--- src/design/tile_map_rect_collision_assert.svh ---
// ----------------------------------------------------------------------------
// tile_map_rect_collision assertion macros
// Clocked assertion helpers shared by the tile map collision block.
// ----------------------------------------------------------------------------
`ifndef TILE_MAP_RECT_COLLISION_ASSERT_SVH
`define TILE_MAP_RECT_COLLISION_ASSERT_SVH

`ifndef ASSERT_OFF

// Property must hold at every clock edge outside reset
`define ASSERT_IMPL(lbl, ck, rn, prop, msg) \
    lbl: assert property (@(posedge ck) disable iff (!rn) prop) else $error(msg);

// Condition must never be true outside reset
`define ASSERT_NEVER(lbl, ck, rn, cond, msg) \
    lbl: assert property (@(posedge ck) disable iff (!rn) !(cond)) else $error(msg);

`else

`define ASSERT_IMPL(lbl, ck, rn, prop, msg)
`define ASSERT_NEVER(lbl, ck, rn, cond, msg)

`endif

`endif

--- src/design/tmrc_pkg.sv ---
// ----------------------------------------------------------------------------
// tmrc_pkg
// Shared constants, codes, types and helpers of the tile map collision block.
// ----------------------------------------------------------------------------
package tmrc_pkg;

    // Map store geometry
    localparam int MAP_COLS    = 64;
    localparam int MAP_ROWS    = 64;
    localparam int TILE_SHIFT  = 5;
    localparam int TILE_PIXELS = 1 << TILE_SHIFT;

    localparam int COL_W  = (MAP_COLS > 1) ? $clog2(MAP_COLS) : 1;
    localparam int ROW_W  = (MAP_ROWS > 1) ? $clog2(MAP_ROWS) : 1;
    localparam int DEPTH  = MAP_COLS * MAP_ROWS;
    localparam int ADDR_W = (DEPTH > 1) ? $clog2(DEPTH) : 1;
    localparam int DIM_W  = $clog2(((MAP_COLS > MAP_ROWS) ? MAP_COLS : MAP_ROWS) + 1);

    // Signed pixel math: 16-bit edge plus 12-bit extent, map edge up to 2048
    localparam int PIX_W = 18;

    // Field widths
    localparam int CFG_W  = 7;
    localparam int CODE_W = 5;
    localparam int REG_W  = 32;
    localparam int APB_ADDR_W = 3;

    localparam logic [CODE_W-1:0] SOLID_CODE = CODE_W'(8);

    // Register indexes (byte address bit 2)
    typedef enum logic {
        REG_MAP_WIDTH  = 1'b0,
        REG_MAP_HEIGHT = 1'b1
    } tmrc_reg_t;

    // Request operation codes
    typedef enum logic {
        OP_WRITE = 1'b0,
        OP_QUERY = 1'b1
    } tmrc_op_t;

    // Controller states
    typedef enum logic [2:0] {
        ST_CLEAR,
        ST_IDLE,
        ST_SCAN,
        ST_DRAIN,
        ST_FINISH
    } tmrc_state_t;

    // Controller to datapath commands
    typedef struct packed {
        logic clear_step;
        logic tile_write;
        logic query_load;
        logic scan_issue;
        logic out_load;
    } tmrc_cmd_t;

    // Datapath to controller status
    typedef struct packed {
        logic clear_last;
        logic q_empty;
        logic hit_now;
        logic last_issue;
        logic out_full;
    } tmrc_sts_t;

    // Linear tile store address of a row and column
    function automatic logic [ADDR_W-1:0] tile_addr(input logic [ROW_W-1:0] row,
                                                    input logic [COL_W-1:0] col);
        return ADDR_W'(int'(row) * MAP_COLS + int'(col));
    endfunction

endpackage

--- src/design/tmrc_regs.sv ---
// ----------------------------------------------------------------------------
// tmrc_regs
// APB register file holding the map width and height in tiles.
// ----------------------------------------------------------------------------
module tmrc_regs (
    input  logic                           clk,
    input  logic                           rst_n,
    input  logic                           psel,
    input  logic                           penable,
    input  logic                           pwrite,
    input  logic [tmrc_pkg::APB_ADDR_W-1:0] paddr,
    input  logic [tmrc_pkg::REG_W-1:0]      pwdata,
    output logic [tmrc_pkg::REG_W-1:0]      prdata,
    output logic                           pready,
    output logic [tmrc_pkg::CFG_W-1:0]      map_width,
    output logic [tmrc_pkg::CFG_W-1:0]      map_height
);
    import tmrc_pkg::*;

    logic [CFG_W-1:0] width_reg;
    logic [CFG_W-1:0] height_reg;
    tmrc_reg_t        reg_sel;
    logic             wr_en;

    assign pready  = 1'b1;
    assign reg_sel = tmrc_reg_t'(paddr[APB_ADDR_W-1]);
    assign wr_en   = psel && penable && pwrite && pready;

    // Take register writes on the access cycle
    always_ff @(posedge clk or negedge rst_n)
    begin
        if (!rst_n)
        begin
            width_reg  <= '0;
            height_reg <= '0;
        end
        else if (wr_en)
        begin
            unique case (reg_sel)
                REG_MAP_WIDTH:  width_reg  <= pwdata[CFG_W-1:0];
                REG_MAP_HEIGHT: height_reg <= pwdata[CFG_W-1:0];
                default:        width_reg  <= width_reg;
            endcase
        end
    end

    // Read back
    always_comb
    begin
        unique case (reg_sel)
            REG_MAP_WIDTH:  prdata = REG_W'(width_reg);
            REG_MAP_HEIGHT: prdata = REG_W'(height_reg);
            default:        prdata = '0;
        endcase
    end

    assign map_width  = width_reg;
    assign map_height = height_reg;

endmodule

--- config.mk ---
export PLATFORM = sky130hd
export DESIGN_NAME = tmrc_regs
export DESIGN_NICKNAME = d
export VERILOG_FILES = /design/src/design/tile_map_rect_collision_assert.svh /design/src/design/tmrc_pkg.sv /design/src/design/tmrc_regs.sv
export SDC_FILE = /design/constraint.sdc
export NUM_CORES = 1
export LEC_CHECK = 0
export ABC_AREA = 1
export BUFFER_PORTS_ARGS = -buffer_cell sky130_fd_sc_hd__buf_2
export CAP_MARGIN = 5
export CORE_MARGIN = 5
export CORE_UTILIZATION = 30
export CTS_CLUSTER_DIAMETER = 150
export CTS_CLUSTER_SIZE = 28
export DETAILED_ROUTE_END_ITERATION = 12
export PLACE_DENSITY = 0.7
export SLEW_MARGIN = 20
export SYNTH_ARGS = -nofsm -noshare
export SYNTH_HDL_FRONTEND = slang
export SYNTH_SLANG_ARGS = --single-unit
--- constraint.sdc ---
create_clock -name clk -period 1.6 [get_ports clk]
set_clock_uncertainty 0.05 [all_clocks]
set_input_delay 0.24 -clock clk [delete_from_list [all_inputs] [get_ports clk]]
set_output_delay 0.24 -clock clk [all_outputs]
set_load 0.01 [all_outputs]
== After elaboration in Yosys (flattened, before gate mapping) ==
Cells that the tools add are included.

* Bits in registers: 14
* Input bits: 40
* Logic and storage cells: 8

* Bitwise logic cells: 1
* Reductions and logical operators: 4
* Muxes and demuxes: 1

{| class="wikitable"
|+ Operators with widths
! operator !! count
|-
| 32-bit case mux with 2 select lines || 1
|-
| 2-bit AND reduction || 2
|-
| 1-bit logical AND || 2
|-
| 1-bit NOT || 1
|}

== Logic depth before layout (Yosys ltp) ==
* Depth in word-level cells: 3
* Gate-level depth with buffers: 5
* Depth with buffers taken out: 4

== Worst setup path after synthesis ==
No wires, ideal clock.

* Kind: input port to output port
* From: in paddr[2] in the netlist's numbering
* To: out prdata[0] in the netlist's numbering
* Arrival: 793 ps
* Path buffers: 2
* Path slack: 517 ps
* Cell stages on the path: 5
* Path through: buf_2 > inv_2 > buf_2 > nand2_1 > nand2_1

* Longest elaborated chain between the ends: 2

{| class="wikitable"
|+ Ends and longest elaborated chain
! element !! RTL line !! text
|-
| start, declared || tmrc_regs.sv:11 || <nowiki>input logic [tmrc_pkg::APB_ADDR_W-1:0] paddr,</nowiki>
|-
| 1-bit NOT || - ||
|-
| 32-bit case mux with 2 select lines (*) || tmrc_regs.sv:50 || <nowiki>unique case (reg_sel)</nowiki>
|-
| end, declared || tmrc_regs.sv:13 || <nowiki>output logic [tmrc_pkg::REG_W-1:0] prdata,</nowiki>
|}

Mark *: on every way between the ends. The rest lies on a longest branch, timed or not. The select of a mux whose other input is x is not followed.

== Worst setup path in the final report ==
* From: reg width_reg[3], in the netlist map_width[3]
* To: out prdata[3] in the netlist's numbering

* Longest elaborated chain between the ends: 1

{| class="wikitable"
|+ Ends and longest elaborated chain
! element !! RTL line !! text
|-
| start, declared || tmrc_regs.sv:20 || <nowiki>logic [CFG_W-1:0] width_reg;</nowiki>
|-
| start signal, assigned || tmrc_regs.sv:40 || <nowiki>REG_MAP_WIDTH: width_reg <= pwdata[CFG_W-1:0];</nowiki>
|-
| start signal, assigned || tmrc_regs.sv:42 || <nowiki>default: width_reg <= width_reg;</nowiki>
|-
| 32-bit case mux with 2 select lines || tmrc_regs.sv:50 ||
|}

Every way passes these cells. The select of a mux whose other input is x is not followed.

==> impl_metrics.sql <==
INSERT INTO impl_metrics (metric_group, metric, value, unit) VALUES
('yosys', 'yosys_register_bits', '14', ''),
('floorplan', 'num_io_pins', '87', ''),
('cells_and_area', 'mostFrequentLayoutCell', 'nand2_1', ''),
('placed_design', 'placement.setup.worst_slack', '324', 'ps'),
('cells_and_area', 'fillers', '319', ''),
('sta', 'final-hold-violation-count', '0', ''),
('sta', 'rsz0062_at_grt', 'no', ''),
('clock_network', 'cts.clk_slew.worst_paths', '80', 'ps'),
('detailed_routing', 'drt-vias-per-instance', '4.08', ''),
('cells_and_area', 'sequential_cell_area', '350', 'µm²'),
('clock_network', 'cts.sink_count', '14', ''),
('setup_path', 'biggest_fanout_along_the_worst_timing_path', '3', ''),
('setup_path', 'cp-end-kind', 'primary output', ''),
('grt', 'gr-total-overflow', '0', ''),
('clock_network', 'worst_skew_pair.late_latency', '270', 'ps'),
('cells_and_area', 'drive_gt1_frac', '0.279', ''),
('floorplan', 'core_region_area', '2780', 'µm²'),
('placed_design', 'dpl.hpwl', '1580', 'µm'),
('floorplan', 'chipWidth', '64.0', 'µm'),
('yosys', 'synth_area', '875', 'µm²'),
('sta', 'setup_tns', '0', 'ps'),
('detailed_routing', 'wirelength', '2040', 'µm'),
('setup_path', 'worst_setup_path_start_kind', 'register', ''),
('clock_network', 'clock_path_buffers', '2', ''),
('cells_and_area', 'syn2layout_area_growth', '12.9', '%'),
('job', 'drv.max_cap_violation_count', '0', ''),
('detailed_routing', 'dr_total_vias', '727', ''),
('cells_and_area', 'most-common-layout-cells', 'nand2_1, buf_2, conb_1', ''),
('floorplan', 'fp-row-count', '19', ''),
('cells_and_area', 'antenna_cells', '0', ''),
('sta', 'final-max-slew-violation-count', '0', ''),
('hold_path', 'hold_path_depth', '3', ''),
('yosys', 'synth.avg_cell_area', '7.61', 'µm²'),
('floorplan', 'die_area', '4100', 'µm²'),
('clock_network', 'ctsHtreeMaxLevel', '1', ''),
('placed_design', 'finalWeightedCongestion', '0.680', ''),
('sta', 'layout_worst_path_cycle_share', '0.764', ''),
('detailed_routing', 'drt-wirelength-per-cell', '11.5', 'µm'),
('cells_and_area', 'final_net_count', '189', ''),
('power_and_ir_drop', 'cellLeakagePower', '0.621', 'nW'),
('setup_path', 'reg2reg_depth', '2', ''),
('power_and_ir_drop', 'power.density_cell_area', '993', 'nW/µm²'),
('clock_network', 'cts_resized', '0', ''),
('placed_design', 'port_buffers', '33', ''),
('setup_path', 'required', '1310', 'ps'),
('yosys', 'synth.top_cell.area_share', '0.401', ''),
('clock_network', 'tritoncts_clock_tree', 'done', ''),
('power_and_ir_drop', 'irDropWorstVdd', '0.000377', 'V'),
('yosys', 'yosys.cell_types.count', '11', ''),
('cells_and_area', 'total_area_of_multi_input_combinational_cells', '385', 'µm²'),
('setup_path', 'timing_worst_setup_path_type', 'register to primary output', ''),
('setup_path', 'crit_arrival', '930', 'ps'),
('yosys', 'synth-seq-area-share', '0.401', ''),
('floorplan', 'die_height', '64.0', 'µm'),
('grt', 'grt_first_pass_wirelength', '3000', 'µm'),
('sta', 'fmaxAchievable', '818', 'MHz'),
('detailed_routing', 'route.detailed.drc', '0', ''),
('grt', 'grt_max_degree', '16', ''),
('clock_network', 'clockRootBuffer', 'clkbuf_4', ''),
('detailed_routing', 'route.antenna.remaining_nets', '0', ''),
('sta', 'worst_slack', '377', 'ps'),
('yosys', 'netlist.top_cell.by_area', 'dfrtp_1', ''),
('outcome', 'status', 'completed', ''),
('grt', 'track_usage', '0.0934', ''),
('floorplan', 'start_util', '0.314', ''),
('grt', 'grt_antenna_before_repair', '0', ''),
('yosys', 'yosys-top-cells-area', 'dfrtp_1, buf_4, nand2_1, nand3_1, buf_2', ''),
('hold_path', 'min-delay-path-class', 'primary input to register', ''),
('sta', 'setup-violations-final', '0', ''),
('detailed_routing', 'drtIter0Drc', '17', ''),
('clock_network', 'tritoncts.num_buffers', '3', ''),
('yosys', 'yosys_warnings', '0', ''),
('grt', 'first_global_vias', '639', ''),
('placed_design', 'post-place-cells', '174', ''),
('sta', 'fin_crit', '1220', 'ps'),
('cells_and_area', 'post_route_insts_no_fill', '178', ''),
('detailed_routing', 'drt-pass1-iter-count', '5', ''),
('yosys', 'syn-instance-count', '115', '');
[state kept, by name, summed over array words and instances (netlist names)]
| signal | cells |
|---|---|
| map_height | 7 |
| map_width | 7 |
[critical path, stage by stage, from the launching register on]
cell and delay (ps):
dfrtp_1 410, nand2_1 80, nand2_1 40, buf_2 130
[layer usage]
metal	global-route usage	share of wire	vias up
met5	0	0	-
li1	-	-	372
met1	0.111	0.38	319
met4	0.0623	0.012	0
met2	0.146	0.49	34
met3	0.0263	0.12	2
[power breakdown]
group	switching [mW]	leakage, nW	internal (mW)
Sequential	0.0515	0.176	0.420
Combinational	0.197	0.431	0.121
Clock	0.103	0.0138	0.0870
Total	0.352	0.621	0.628
[synth_stat cells]
master and instances:
nand4_1 1, nand4_2 1, buf_6 1, dfrtp_1 14, inv_2 2, buf_4 26, nor2_4 1, conb_1 2
nand2_1 50, nand3_1 14, buf_2 3
[through the flow]
stage	total power, mW	cell area [µm²]	hold slack (ps)	utilization
global route	1.05	987	165	0.355
finish	0.980	987	159	0.355
CTS	0.995	987	153	0.355
global placement	0.794	955	95.0	0.343
detailed placement	0.800	955	98.9	0.343
floorplan	0.697	965	-106	-
[kinds of logic (layout without fill, tap and decap cells)]
logic type | after synthesis | after routing | synth area share
AND/OR/NAND/NOR | 67 | 67 | 0.329
other | 2 | 26 | 0.00859
buffers and inverters | 32 | 40 | 0.262
flip-flops | 14 | 14 | 0.401
[layout make-up]
type | instances | area share
tap | 31 | 0.0393
clock buffer | 3 | 0.0228
timing repair buffer | 35 | 0.185
inverter | 2 | 0.00760
sequential | 14 | 0.355
multi-input combinational | 93 | 0.390
[timing repair]
action | CTS | global route
setup buffers | 0 | 0
hold buffers | 1 | 0
endpoints found under the hold margin | 14 | 0
[path summary, 6_finish.rpt]
| kind | slack [ps] | from | endpoint |
|---|---|---|---|
| min in group asynchronous | 350 | rst_n | map_height[2]$_DFFE_PN0P_ |
| setup reg to reg | 910 | map_width[1]$_DFFE_PN0P_ | map_width[1]$_DFFE_PN0P_ |
| hold reg to reg | 440 | map_width[4]$_DFFE_PN0P_ | map_width[4]$_DFFE_PN0P_ |
| hold / removal | 160 | pwdata[4] | map_width[4]$_DFFE_PN0P_ |
| setup / recovery | 380 | map_width[3]$_DFFE_PN0P_ | prdata[3] |
| max in group asynchronous | 910 | rst_n | map_width[2]$_DFFE_PN0P_ |
(Power assumes the default switching activity.)
