### src/design/tile_map_rect_collision_assert.svh
// ----------------------------------------------------------------------------
// tile_map_rect_collision assertion macros
// Clocked assertion helpers shared by the tile map collision block.
// ----------------------------------------------------------------------------
`ifndef TILE_MAP_RECT_COLLISION_ASSERT_SVH
`define TILE_MAP_RECT_COLLISION_ASSERT_SVH

`ifndef ASSERT_OFF

// Property must hold at every clock edge outside reset
`define ASSERT_IMPL(lbl, ck, rn, prop, msg) \
    lbl: assert property (@(posedge ck) disable iff (!rn) prop) else $error(msg);

// Condition must never be true outside reset
`define ASSERT_NEVER(lbl, ck, rn, cond, msg) \
    lbl: assert property (@(posedge ck) disable iff (!rn) !(cond)) else $error(msg);

`else

`define ASSERT_IMPL(lbl, ck, rn, prop, msg)
`define ASSERT_NEVER(lbl, ck, rn, cond, msg)

`endif

`endif

### src/design/tmrc_pkg.sv
// ----------------------------------------------------------------------------
// tmrc_pkg
// Shared constants, codes, types and helpers of the tile map collision block.
// ----------------------------------------------------------------------------
package tmrc_pkg;

    // Map store geometry
    localparam int MAP_COLS    = 64;
    localparam int MAP_ROWS    = 64;
    localparam int TILE_SHIFT  = 5;
    localparam int TILE_PIXELS = 1 << TILE_SHIFT;

    localparam int COL_W  = (MAP_COLS > 1) ? $clog2(MAP_COLS) : 1;
    localparam int ROW_W  = (MAP_ROWS > 1) ? $clog2(MAP_ROWS) : 1;
    localparam int DEPTH  = MAP_COLS * MAP_ROWS;
    localparam int ADDR_W = (DEPTH > 1) ? $clog2(DEPTH) : 1;
    localparam int DIM_W  = $clog2(((MAP_COLS > MAP_ROWS) ? MAP_COLS : MAP_ROWS) + 1);

    // Signed pixel math: 16-bit edge plus 12-bit extent, map edge up to 2048
    localparam int PIX_W = 18;

    // Field widths
    localparam int CFG_W  = 7;
    localparam int CODE_W = 5;
    localparam int REG_W  = 32;
    localparam int APB_ADDR_W = 3;

    localparam logic [CODE_W-1:0] SOLID_CODE = CODE_W'(8);

    // Register indexes (byte address bit 2)
    typedef enum logic {
        REG_MAP_WIDTH  = 1'b0,
        REG_MAP_HEIGHT = 1'b1
    } tmrc_reg_t;

    // Request operation codes
    typedef enum logic {
        OP_WRITE = 1'b0,
        OP_QUERY = 1'b1
    } tmrc_op_t;

    // Controller states
    typedef enum logic [2:0] {
        ST_CLEAR,
        ST_IDLE,
        ST_SCAN,
        ST_DRAIN,
        ST_FINISH
    } tmrc_state_t;

    // Controller to datapath commands
    typedef struct packed {
        logic clear_step;
        logic tile_write;
        logic query_load;
        logic scan_issue;
        logic out_load;
    } tmrc_cmd_t;

    // Datapath to controller status
    typedef struct packed {
        logic clear_last;
        logic q_empty;
        logic hit_now;
        logic last_issue;
        logic out_full;
    } tmrc_sts_t;

    // Linear tile store address of a row and column
    function automatic logic [ADDR_W-1:0] tile_addr(input logic [ROW_W-1:0] row,
                                                    input logic [COL_W-1:0] col);
        return ADDR_W'(int'(row) * MAP_COLS + int'(col));
    endfunction

endpackage

### src/design/tmrc_ctrl.sv
// ----------------------------------------------------------------------------
// tmrc_ctrl
// Controller: store clearing after reset, request accept, tile scan and result hand-off.
// ----------------------------------------------------------------------------
`include "tile_map_rect_collision_assert.svh"

module tmrc_ctrl (
    input  logic                clk,
    input  logic                rst_n,
    input  logic                in_valid,
    input  logic                in_op,
    output logic                in_ready,
    input  logic                out_ready,
    output tmrc_pkg::tmrc_cmd_t cmd,
    input  tmrc_pkg::tmrc_sts_t sts
);
    import tmrc_pkg::*;

    tmrc_state_t state_reg;
    tmrc_state_t state_next;

    // State register
    always_ff @(posedge clk or negedge rst_n)
    begin
        if (!rst_n)
        begin
            state_reg <= ST_CLEAR;
        end
        else
        begin
            state_reg <= state_next;
        end
    end

    // Next state and commands
    always_comb
    begin
        state_next     = state_reg;
        cmd            = '0;
        in_ready       = 1'b0;
        unique case (state_reg)
            ST_CLEAR:
            begin
                cmd.clear_step = 1'b1;
                if (sts.clear_last)
                begin
                    state_next = ST_IDLE;
                end
            end
            ST_IDLE:
            begin
                in_ready = 1'b1;
                if (in_valid)
                begin
                    if (in_op == OP_QUERY)
                    begin
                        cmd.query_load = 1'b1;
                        state_next     = ST_SCAN;
                    end
                    else
                    begin
                        cmd.tile_write = 1'b1;
                    end
                end
            end
            ST_SCAN:
            begin
                priority if (sts.q_empty)
                begin
                    state_next = ST_FINISH;
                end
                else if (sts.hit_now)
                begin
                    cmd.scan_issue = 1'b1;
                    state_next     = ST_FINISH;
                end
                else if (sts.last_issue)
                begin
                    cmd.scan_issue = 1'b1;
                    state_next     = ST_DRAIN;
                end
                else
                begin
                    cmd.scan_issue = 1'b1;
                end
            end
            ST_DRAIN:
            begin
                state_next = ST_FINISH;
            end
            ST_FINISH:
            begin
                // Hold until the result register is free
                if (!sts.out_full || out_ready)
                begin
                    cmd.out_load = 1'b1;
                    state_next   = ST_IDLE;
                end
            end
            default:
            begin
                state_next = ST_IDLE;
            end
        endcase
    end

    `ASSERT_IMPL(a_no_overwrite, clk, rst_n, (cmd.out_load && sts.out_full) |-> out_ready, "pending result overwritten")
    `ASSERT_IMPL(a_query_scans, clk, rst_n, (in_valid && in_ready && (in_op == OP_QUERY)) |=> (state_reg == ST_SCAN), "query accepted without scan")
    `ASSERT_IMPL(a_clear_done, clk, rst_n, ((state_reg == ST_CLEAR) && sts.clear_last) |=> (state_reg == ST_IDLE), "clearing sweep did not finish")

endmodule

### config.mk
export PLATFORM = sky130hd
export DESIGN_NAME = tmrc_ctrl
export DESIGN_NICKNAME = d
export VERILOG_FILES = /design/src/design/tmrc_pkg.sv /design/src/design/tmrc_ctrl.sv
export VERILOG_INCLUDE_DIRS = /design/src /design/src/design
export SDC_FILE = /design/constraint.sdc
export NUM_CORES = 1
export LEC_CHECK = 0
export BUFFER_PORTS_ARGS = -buffer_cell sky130_fd_sc_hd__buf_4
export CAP_MARGIN = 40
export CORE_AREA = 2 2 39 41
export CTS_BUF_LIST = sky130_fd_sc_hd__clkbuf_4
export DETAILED_ROUTE_END_ITERATION = 8
export DIE_AREA = 0 0 41 43
export SLEW_MARGIN = 10
export SYNTH_ARGS = -nofsm -noshare
export SYNTH_HDL_FRONTEND = slang
export SYNTH_SLANG_ARGS = --single-unit
### constraint.sdc
create_clock -name clk -period 2.3 [get_ports clk]
set_input_delay 0.23 -clock clk [delete_from_list [all_inputs] [get_ports clk]]
set_output_delay 0.23 -clock clk [all_outputs]
set_load 0.02 [all_outputs]
After elaboration in Yosys (flattened, before gate mapping)

Index checks and enable logic that the tools add are counted.

Register bits: 3
Word-level logic and storage cells: 32

Reduce and logical (&&, ||, !) cells: 4
Equal/unequal tests: 9
Multiplexer cells: 18

Operator list:

| cell                 | number |
|---|---|
| $mux W3              | 7 |
| $pmux W3 S5          | 1 |
| $mux W1              | 8 |
| $ne A2 B2 Y1 const B | 4 |
| $eq A3 B2 Y1 const B | 2 |
| $reduce_and A5 Y1    | 1 |
| $mux W2              | 2 |
| $ne A4 B4 Y1 const B | 1 |
| $eq A3 B1 Y1 const B | 1 |
| $eq A3 B3 Y1 const B | 1 |
| $logic_not A3 Y1     | 1 |
| $logic_not A1 Y1     | 1 |
| $logic_or A1 B1 Y1   | 1 |

Logic depth before layout (Yosys ltp)

Gate-level depths: netlist of run 1.

Depth in word-level cells: 4
Mapped depth: 4
Gate-level depth less buffers: 3

Worst setup path before layout of run 1

Ideal clock, no wire load.

Path kind: flip-flop to output port
From: register state_reg[2]
To: output cmd[3] (netlist bit)
Arrival time: 1.356 ns
Stages on the path, launching flop included: 5
Path buffers: 1
Path slack: 0.714 ns
Data required time: 2.070 ns
Cells stage by stage: dfrtp_1 > clkbuf_1 > nor3b_2 > nand2_1 > nor2_1

RTL lines:

| element                | RTL line        | text |
|---|---|---|
| from (decl)            | tmrc_ctrl.sv:19 | `tmrc_state_t state_reg;` |
| from (signal assigned) | tmrc_ctrl.sv:31 | `state_reg <= state_next;` |
| to (decl)              | tmrc_ctrl.sv:14 | `output tmrc_pkg::tmrc_cmd_t cmd,` |

==> results of run 1 <==
[cell type report]
cell class	instances	area share
clock buffer	4	0.0743
inverter	1	0.00929
multi-input combinational	25	0.378
sequential	3	0.186
tap	16	0.0495
timing repair buffer	16	0.303
[stage by stage]
stage / cell area (um^2) / power [mW] / cells / utilization / hold slack (ps)
after floorplan: 235 / 0.266 / 30 / - / -65.6
after global placement: 364 / 0.348 / 60 / 0.263 / 19.8
after detailed placement: 364 / 0.352 / 60 / 0.263 / 21.3
after CTS: 404 / 0.463 / 65 / 0.292 / 274
after global routing: 404 / 0.501 / 65 / 0.292 / 314
final: 404 / 0.455 / 65 / 0.292 / 273
[report_power, final]
group          total, mW  leakage (nW)  internal [mW]  switching, mW
sequential         0.119        0.0369         0.0778         0.0412
combinational      0.230         0.148          0.110          0.120
clock              0.107        0.0184         0.0769         0.0296
[synth_stat cells]
cell / instances
a21oi_1: 2
nor3b_2: 1
inv_1: 1
clkbuf_1: 1
nand2_1: 4
and3_1: 1
nor2_1: 4
o21ai_0: 3
nor3_1: 3
nand4b_1: 1
nand2b_1: 1
and3b_1: 1
o211a_1: 1
a221oi_2: 1
nor2b_1: 1
dfrtp_1: 3
or3b_1: 1
[kinds of logic (layout without fill, tap and decap cells)]
family | count (synthesis) | after routing | share of synthesized area
buffers and inverters | 2 | 21 | 0.0319
AND/OR/NAND/NOR | 18 | 18 | 0.436
AO/OA/AOI/OAI | 7 | 7 | 0.213
flip-flops | 3 | 3 | 0.319
[metal layers]
metal / share of wire / wire length [um] / vias to the layer above
met2: 0.53 / 328 / 8
li1: - / - / 148
met1: 0.40 / 245 / 118
met5: 0 / 0 / -
met3: 0.052 / 32 / 2
met4: 0.016 / 10 / 0
[cell usage in the layout, fill, tap and decap left out]
master and instances:
buf_4 15, nor2_1 4, nand2_1 4, clkbuf_4 4, nor3_1 3, o21ai_0 3, dfrtp_1 3, a21oi_1 2
nor3b_2 1, and3_1 1, nand2b_1 1, inv_1 1, or3b_1 1, a221oi_2 1, nor2b_1 1, and3b_1 1
o211a_1 1, nand4b_1 1, dlygate4sd3_1 1
[path summary, 6_finish.rpt]
check,start,endpoint,depth (start not counted)
min in group asynchronous,rst_n,state_reg[0],2
hold reg to reg,state_reg[1],state_reg[0],2
setup / recovery,state_reg[2],cmd[2],3
max in group asynchronous,rst_n,state_reg[1],2
hold / removal,sts[1],state_reg[0],3
setup reg to reg,state_reg[0],state_reg[1],3
[worst register-to-register path, cell delays in order, from the launching register on]
cell and delay, ps:
dfrtp_1 420, or3b_1 400, a221oi_2 310, o211a_1 190
[repair_timing]
action | 4_1_cts | 5_1_grt
hold endpoints to repair | 3 | 0
hold buffers | 1 | 0
setup endpoints to repair | 0 | 0
==> impl_summary.txt, run 1 <==
----------------------------------------------------
[Worst setup path]
  Kind of cell adding the most delay to the critical path ... simple AND/OR/NAND/NOR gates
  Required time reported for the critical path endpoint ... 2070 ps
  Register-to-register path setup slack ... between 900 and 1000 ps
  Crit path max fanout ... 9
  Ordered list of cells on the worst path ... nor3b_2 -> and3_1 -> buf_4
  Data arrival, critical path ... ~1300 ps
  Worst setup path class ... flip-flop to output port
  Crit start category ... flip-flop
  Max incr delay on CP ... 460 ps
  Critical path buffer and inverter count ... 1
  Kind of capture point of the worst setup path ... output port
  Worst path slowest cell ... dfrtp_1

[Timing]
  Final setup fails ... 0
  Total Neg Setup Slack ... 0 ps
  Final worst-path setup slack ... ~730 ps
  Slew Viols, Final ... 0
  Upper clock frequency limit ... ~640 MHz
  Setup clock skew after layout ... between 0.9 and 1 ps
  Share of the clock period used by the worst path ... 0.683
  Headroom to the max-slew limit ... 0.814
  Worst Tran Pin Value ... ~280 ps
  Unrepaired setup endpoints after global routing ... false
  Min Tclk post-route ... roughly 1600 ps
  Final Hold Violating Endpoints ... 0

[Place]
  Buffers on Ports ... 15
  RD Place Congestion ... 0.747
  DPL Wire Length ... roughly 520 um
  Post-Place Setup Slack ... a little over 900 ps

[Clock tree]
  Clock root cell ... clkbuf_4
  Buffer depth of the longest clock path ... 2
  Clk sink count ... 3
  Clock edge transition at the registers on the reported setup and hold paths ... roughly 40 ps
  Clock latency of the later-clocked register in the worst-skew pair ... 240 ps
  Post_cts resized ... 0
  Post-CTS Setup Inserts ... 0
  Clock H-tree levels ... 1
  CTS buffer count ... 3
  Clock tree from TritonCTS ... built

[Floorplan]
  Std-Cell Rows ... 14
  Effective utilization at floorplan ... 0.170
  Die span in y ... about 43 um
  Die Area ... ~1800 um^2
  Core area ... about 1400 um^2
  Chip Width ... between 40 and 50 um
  I/O Pins ... 16

[Detailed routing]
  Drt total wl ... roughly 620 um
  Remaining routing DRC violations ... 0
  Routed wire length per instance ... roughly 9.5 um
  Post-route antenna net violation count ... 0
  Via-to-Cell Ratio ... approximately 4.2
  Total via count after detailed routing ... 276
  Drt first-iter violations ... 2
  Pre-Repair DR Iteration Count ... 5

[Global routing]
  Routing usage on met2 ... 0.128
  Most utilized layer in the global route result ... met2
  GR met3 Demand/Resource ... 0.0314
  Met1 global-route usage ... 0.119
  Vias in the first global route ... roughly 280
  Gr ovfl total ... 0
  Total global routing track utilization ... 0.0965
  Pin count of the biggest net entering global routing ... 10
  Wire length of the first global-routing pass ... between 1000 and 1500 um
  Initial antenna violation count ... 0

[Final layout]
  Filler cells ... around 160
  Share of layout cells above drive strength 1 ... 0.429
  Area delta synth->final ... 71.8%
  Max reg flops ... 3
  Final net count ... 60
  Multi-input gate area in the final layout ... roughly 150 um^2
  Combined flip-flop and latch cell area ... 75.1 um^2
  Antenna Diode Count ... 0

[Synth]
  Syn avg cell area ... about 7.8 um^2
  Gate count after technology mapping ... 30
  Count of state elements after synthesis ... 3
  Main area contributors after synthesis ... dfrtp_1 (32%), nor3_1 (6.4%), o21ai_0 (6.4%)
  Library cell with the largest summed area after synthesis ... dfrtp_1
  Mapped Area ... approximately 240 um^2
  Post-synthesis sequential area ratio ... 0.319
  Number of library cell types mapped by synthesis ... 17
  Top-area cell type share of the netlist area ... 0.319
  Syn nets ... 40
  Number of warnings printed during yosys synthesis ... 0

[Hold path]
  Type of the tightest min-delay check ... input pin to flip-flop

[Power and ir drop]
  Standby leakage power ... 0.203 nW
  Highest ir drop seen on vdd ... about 0.32 mV
  Power per cell area ... ~1100 nW/um^2

[Job]
  Max-cap violations ... 0

[Status]
  Result of the run ... complete, no violations

----------------------------------------------------
No activity file was read; power rests on OpenSTA's default activity.
==> run 2, diff against run 1 <==
- clock period: 2.3 -> 1.5 ns (I/O delays scaled with it)
==> impl_summary.txt, run 2 (same netlist as run 1, synthesis figures left out) <==
----------------------------------------------------
[Status]
  Result of the run ... complete, no violations

[Global routing]
  Wire length of the first global-routing pass ... 1080 um (-1.9%)
  Gr ovfl total ... 0 (unchanged)
  Vias in the first global route ... 286 (+0.70%)
  Initial antenna violation count ... 0 (unchanged)
  Total global routing track utilization ... 0.0954 (-0.00110)
  Pin count of the biggest net entering global routing ... 10 (unchanged)

[Final layout]
  Leading cell type in the layout, fill and taps excluded ... buf_4
  Number of standard cells in the layout, taps in and fillers out ... 69 (+6.2%)
  Share of layout cells above drive strength 1 ... 0.528 (+0.0997)
  Most frequent cells in the layout ... buf_4 (18), nand2_1 (4), clkbuf_4 (4)
  Area delta synth->final ... 91.0%
  Antenna Diode Count ... 0 (unchanged)
  Max reg flops ... 3 (unchanged)
  Final net count ... 64 (+6.7%)

[Timing]
  Unrepaired setup endpoints after global routing ... false
  Setup clock skew after layout ... 1.54 ps (+0.565 ps)
  Min Tclk post-route ... approximately 1400 ps
  Share of the clock period used by the worst path ... 0.924
  Total Neg Setup Slack ... 0 ps (unchanged)
  Upper clock frequency limit ... around 720 MHz
  Final Hold Violating Endpoints ... 0 (unchanged)
  Final setup fails ... 0 (unchanged)
  Slew Viols, Final ... 0 (unchanged)
  Headroom to the max-slew limit ... 0.816 (+0.00153)
  Worst Tran Pin Value ... 275 ps (-2.27 ps)

[Detailed routing]
  Post-route antenna net violation count ... 0 (unchanged)
  Drt first-iter violations ... 9 (+7)
  Total via count after detailed routing ... 306 (+11%)
  Routed wire length per instance ... 9.46 um (-0.14%)
  Remaining routing DRC violations ... 0 (unchanged)
  Via-to-Cell Ratio ... 4.43 (+4.4%)
  Drt total wl ... 653 um (+6.0%)
  Pre-Repair DR Iteration Count ... 3 (-2)

[Worst setup path]
  Crit start category ... flip-flop
  Data arrival, critical path ... 1240 ps (-100 ps)
  Max incr delay on CP ... 450 ps (about the same)
  Reg2Reg Launch Point ... state_reg[0]
  Worst setup path class ... flip-flop to output port
  Number of cells traversed by the worst register-to-register path ... 3 (unchanged)
  Capturing point of the worst reg2reg path ... state_reg[1]
  Crit path max fanout ... 5 (-4)
  Kind of cell adding the most delay to the critical path ... flip-flops
  Kind of capture point of the worst setup path ... output port
  Worst path slowest cell ... dfrtp_2
  Register-to-register path setup slack ... 190 ps (-730 ps)
  Critical path buffer and inverter count ... 1 (unchanged)
  Required time reported for the critical path endpoint ... 1350 ps (-720 ps)
  Ordered list of cells on the worst path ... nor3b_4 -> and3_1 -> buf_4

[Clock tree]
  Clock latency of the later-clocked register in the worst-skew pair ... 230 ps (about the same)
  CTS buffer count ... 3 (unchanged)
  Clock edge transition at the registers on the reported setup and hold paths ... 40 ps (about the same)
  Clock root cell ... clkbuf_4
  Clock tree from TritonCTS ... built
  Buffer depth of the longest clock path ... 2 (unchanged)
  Clk sink count ... 3 (unchanged)
  Clock H-tree levels ... 1 (unchanged)

[Power and ir drop]
  Highest ir drop seen on vdd ... 0.499 mV (+58%)
  Standby leakage power ... 0.223 nW (+9.8%)
  Power per cell area ... 1810 nW/um^2 (+61%)

[Floorplan]
  I/O Pins ... 16 (unchanged)
  Die Area ... 1760 um^2 (unchanged)
  Die span in y ... 43 um (unchanged)
  Effective utilization at floorplan ... 0.170 (unchanged)
  Std-Cell Rows ... 14 (unchanged)
  Core area ... 1380 um^2 (unchanged)
  Chip Width ... 41 um (unchanged)

[Hold path]
  Hold Path Depth ... 3 (unchanged)
  Hold-critical path endpoint ... state_reg[0]
  Launch instance of the worst min-delay path ... sts[1]
  Type of the tightest min-delay check ... input pin to flip-flop

[Place]
  # placed instances ... 61 (+1.7%)
  Buffers on Ports ... 15 (unchanged)
  RD Place Congestion ... 0.777 (+4.0%)

[Job]
  Max-cap violations ... 0 (unchanged)

----------------------------------------------------
-- run 2: cell types whose count changed in the layout (fill, tap and decap cells not counted) --
cell / change
nor3b_2: -1
nor2_1: -1
nor2_2: +1
dfrtp_1: -2
buf_6: +1
nor3b_4: +1
buf_4: +3
dfrtp_2: +2
-- run 2: worst max-delay path by stage --
stage / startpoint / to / cells past startpoint
global route: state_reg[1] / cmd[3] / 4
floorplan: state_reg[2] / cmd[3] / 4
finish: state_reg[1] / cmd[2] / 3
global placement: state_reg[0] / state_reg[0] / 3
detailed placement: state_reg[0] / state_reg[0] / 3
CTS: state_reg[2] / cmd[3] / 4
-- run 2: where the power goes --
part | total, mW | internal (mW) | leakage, nW | switching (mW)
Clock | 0.161 | 0.118 | 0.0184 | 0.0428
Sequential | 0.183 | 0.124 | 0.0343 | 0.0586
Combinational | 0.471 | 0.251 | 0.170 | 0.220
Total | 0.814 | 0.493 | 0.223 | 0.322
-- run 2: per-stage QoR --
step           setup slack [ps]   util  power [mW]  hold WS, ps  area [um^2]
6_report                    114  0.325       0.814          206          449
5_1_grt                   0.112  0.325       0.899          233          449
4_1_cts                    26.9  0.302       0.753          206          418
3_5_place_dp                203  0.273       0.584        -58.9          378
3_3_place_gp                229  0.273       0.582        -59.6          378
2_1_floorplan              72.0      -       0.430         -146          241
-- run 2: layout make-up --
class / count / area, um^2
Inverter: 1 / 3.75
Sequential cell: 3 / 77.6
Fill cell: 153 / 935
Clock buffer: 4 / 30.0
Multi-Input combinational cell: 25 / 161
Tap cell: 16 / 20.0
Timing Repair Buffer: 20 / 156
-- run 2: routing by layer --
metal | GRT usage | vias to the layer above | routed length [um]
met1 | 0.106 | 142 | 270
met4 | 0.100 | 0 | 19
met5 | 0 | - | 0
met2 | 0.138 | 8 | 340
met3 | 0.0157 | 2 | 22
li1 | - | 154 | -
-- run 2: worst reg2reg max path, cell delays in order, from the launching register on --
cell and delay (ps):
dfrtp_1 370, or3b_1 390, a221oi_2 300, o211a_1 190
-- run 2: timing repair --
item                                   CTS  global route
setup endpoints to repair                0             4
gates resized for setup                  0             4
hold buffers                             1             0
buffers inserted                         0             3
endpoints found under the hold margin    3             0
==> run 3, diff against run 2 <==
- CELL_PAD_IN_SITES_DETAIL_PLACEMENT: unset -> 1
- CELL_PAD_IN_SITES_GLOBAL_PLACEMENT: unset -> 2
- PLACE_DENSITY_LB_ADDON: unset -> 0.1
==> impl_summary.txt, run 3 (same netlist as run 1, synthesis figures left out) <==
----------------------------------------------------
[Status]
  Result of the run ... complete, no violations

[Clock tree]
  CTS buffer count ... 3 (unchanged)
  Clock tree from TritonCTS ... built
  Buffer depth of the longest clock path ... 2 (unchanged)
  Clock H-tree levels ... 1 (unchanged)
  Clock edge transition at the registers on the reported setup and hold paths ... 40 ps (about the same)
  Clk sink count ... 3 (unchanged)
  Clock latency of the later-clocked register in the worst-skew pair ... 230 ps (about the same)
  Post-CTS Setup Inserts ... 0 (unchanged)
  Clock root cell ... clkbuf_4

[Timing]
  Final Hold Violating Endpoints ... 0 (unchanged)
  Total Neg Setup Slack ... 0 ps (unchanged)
  Worst Tran Pin Value ... 262 ps (-12.2 ps)
  Upper clock frequency limit ... 701 MHz (-2.8%)
  Setup clock skew after layout ... 4.84 ps (+3.30 ps)
  Final worst-path setup slack ... 74.4 ps (-39.8 ps)
  Slew Viols, Final ... 0 (unchanged)
  Headroom to the max-slew limit ... 0.824 (+0.00817)
  Min Tclk post-route ... 1430 ps (+39.8 ps)
  Final setup fails ... 0 (unchanged)
  Unrepaired setup endpoints after global routing ... false
  Share of the clock period used by the worst path ... 0.950 (+0.0265)

[Final layout]
  Filler cells ... 165 (+7.8%)
  Most frequent cells in the layout ... buf_4 (16), nand2_1 (4), clkbuf_4 (4)
  Number of standard cells in the layout, taps in and fillers out ... 66 (-4.3%)
  Max reg flops ... 3 (unchanged)
  Final net count ... 61 (-4.7%)
  Area delta synth->final ... 81.4%
  Leading cell type in the layout, fill and taps excluded ... buf_4
  Cell area after layout ... 427 um^2 (-5.0%)
  Antenna Diode Count ... 0 (unchanged)
  Share of layout cells above drive strength 1 ... 0.500 (-0.0283)

[Power and ir drop]
  Standby leakage power ... 0.209 nW (-6.3%)
  Highest ir drop seen on vdd ... 0.773 mV (+55%)
  Power per cell area ... 1800 nW/um^2 (-0.76%)
  Total Power ... 768 uW (-5.7%)

[Place]
  # placed instances ... 61 (unchanged)
  RD Place Congestion ... 0.669 (-14%)
  Post-Place Setup Slack ... 178 ps (-24.9 ps)
  Placed cell area ... 378 um^2 (unchanged)
  Buffers on Ports ... 15 (unchanged)

[Job]
  Max-cap violations ... 0 (unchanged)

[Global routing]
  Total global routing track utilization ... 0.115 (+0.0192)
  Wire length of the first global-routing pass ... 1350 um (+25%)
  Pin count of the biggest net entering global routing ... 10 (unchanged)
  Initial antenna violation count ... 0 (unchanged)
  Vias in the first global route ... 312 (+9.1%)
  Gr ovfl total ... 0 (unchanged)

[Floorplan]
  Effective utilization at floorplan ... 0.170 (unchanged)
  Chip Width ... 41 um (unchanged)
  Core area ... 1380 um^2 (unchanged)
  Die Area ... 1760 um^2 (unchanged)
  Std-Cell Rows ... 14 (unchanged)
  Die span in y ... 43 um (unchanged)
  I/O Pins ... 16 (unchanged)

[Detailed routing]
  Total via count after detailed routing ... 287 (-6.2%)
  Wire length the detailed router placed on met1 ... 313 um (+16%)
  Post-route antenna net violation count ... 0 (unchanged)
  Highest routing layer actually used ... met3
  Drt first-iter violations ... 5 (-4)
  Drt total wl ... 788 um (+21%)
  Pre-Repair DR Iteration Count ... 2 (-1)
  Met2 wire length ... 450 um (+32%)
  Via-to-Cell Ratio ... 4.35 (-1.9%)
  Met3 routed WL ... 24 um (+9.1%)
  Routed wire length per instance ... 11.9 um (+26%)
  Remaining routing DRC violations ... 0 (unchanged)

[Worst setup path]
  Kind of capture point of the worst setup path ... output port
  Number of cells traversed by the worst register-to-register path ... 3 (unchanged)
  Data arrival, critical path ... 1280 ps (+40 ps)
  Crit path max fanout ... 9 (+4)
  Required time reported for the critical path endpoint ... 1350 ps (about the same)
  Worst setup path class ... flip-flop to output port
  Crit start category ... flip-flop

[Hold path]
  Type of the tightest min-delay check ... input pin to flip-flop
  Hold Path Depth ... 3 (unchanged)

----------------------------------------------------
run 3: cell types whose count changed in the layout (fill, tap and decap cells not counted), sizes merged:
cell / previous run / this run
buf: 19 / 16
run 3: worst paths after layout:
path                               from           end  slack [ps]
max                        state_reg[2]        cmd[2]          70
min                              sts[1]  state_reg[0]         230
max reg2reg                state_reg[0]  state_reg[0]         180
min reg2reg                state_reg[2]  state_reg[2]         720
max in group asynchronous         rst_n  state_reg[2]        1150
min in group asynchronous         rst_n  state_reg[0]         240
run 3: timing repair:
| item | CTS | global route |
|---|---|---|
| setup endpoints to repair | 0 | 4 |
| resized for setup | 0 | 3 |
| hold endpoints to repair | 3 | 0 |
| hold buffers | 1 | 0 |
run 3: critical path, stage by stage (launching register included):
cell	delay, ps
dfrtp_2	470
nor3b_4	260
and3_1	180
buf_4	130
run 3: layout make-up:
type | count | area [um^2] | share of cell area
clock buffers | 4 | 30.0 | 0.0704
inverters | 1 | 3.75 | 0.00880
multi-input cells | 25 | 166 | 0.390
flip-flops and latches | 3 | 76.3 | 0.179
well taps | 16 | 20.0 | 0.0469
repair buffers | 17 | 130 | 0.305
run 3: stage by stage:
stage           util  hold slack [ps]
5_1_grt        0.308              243
2_1_floorplan      -             -146
3_3_place_gp   0.273            -61.2
6_report       0.308              234
3_5_place_dp   0.273            -58.6
4_1_cts        0.302              231
run 3: routing by layer:
layer	track usage	up-vias
li1	-	148
met1	0.123	133
met2	0.181	6
met3	0.0314	0
met4	0.0800	0
met5	0	-
run 3: where the power goes:
group          leakage (nW)  internal [mW]  switching (mW)  total (mW)
combinational         0.155          0.204           0.219       0.423
sequential           0.0356          0.121          0.0636       0.185
clock                0.0184          0.118          0.0420       0.160
total                 0.209          0.443           0.325       0.768
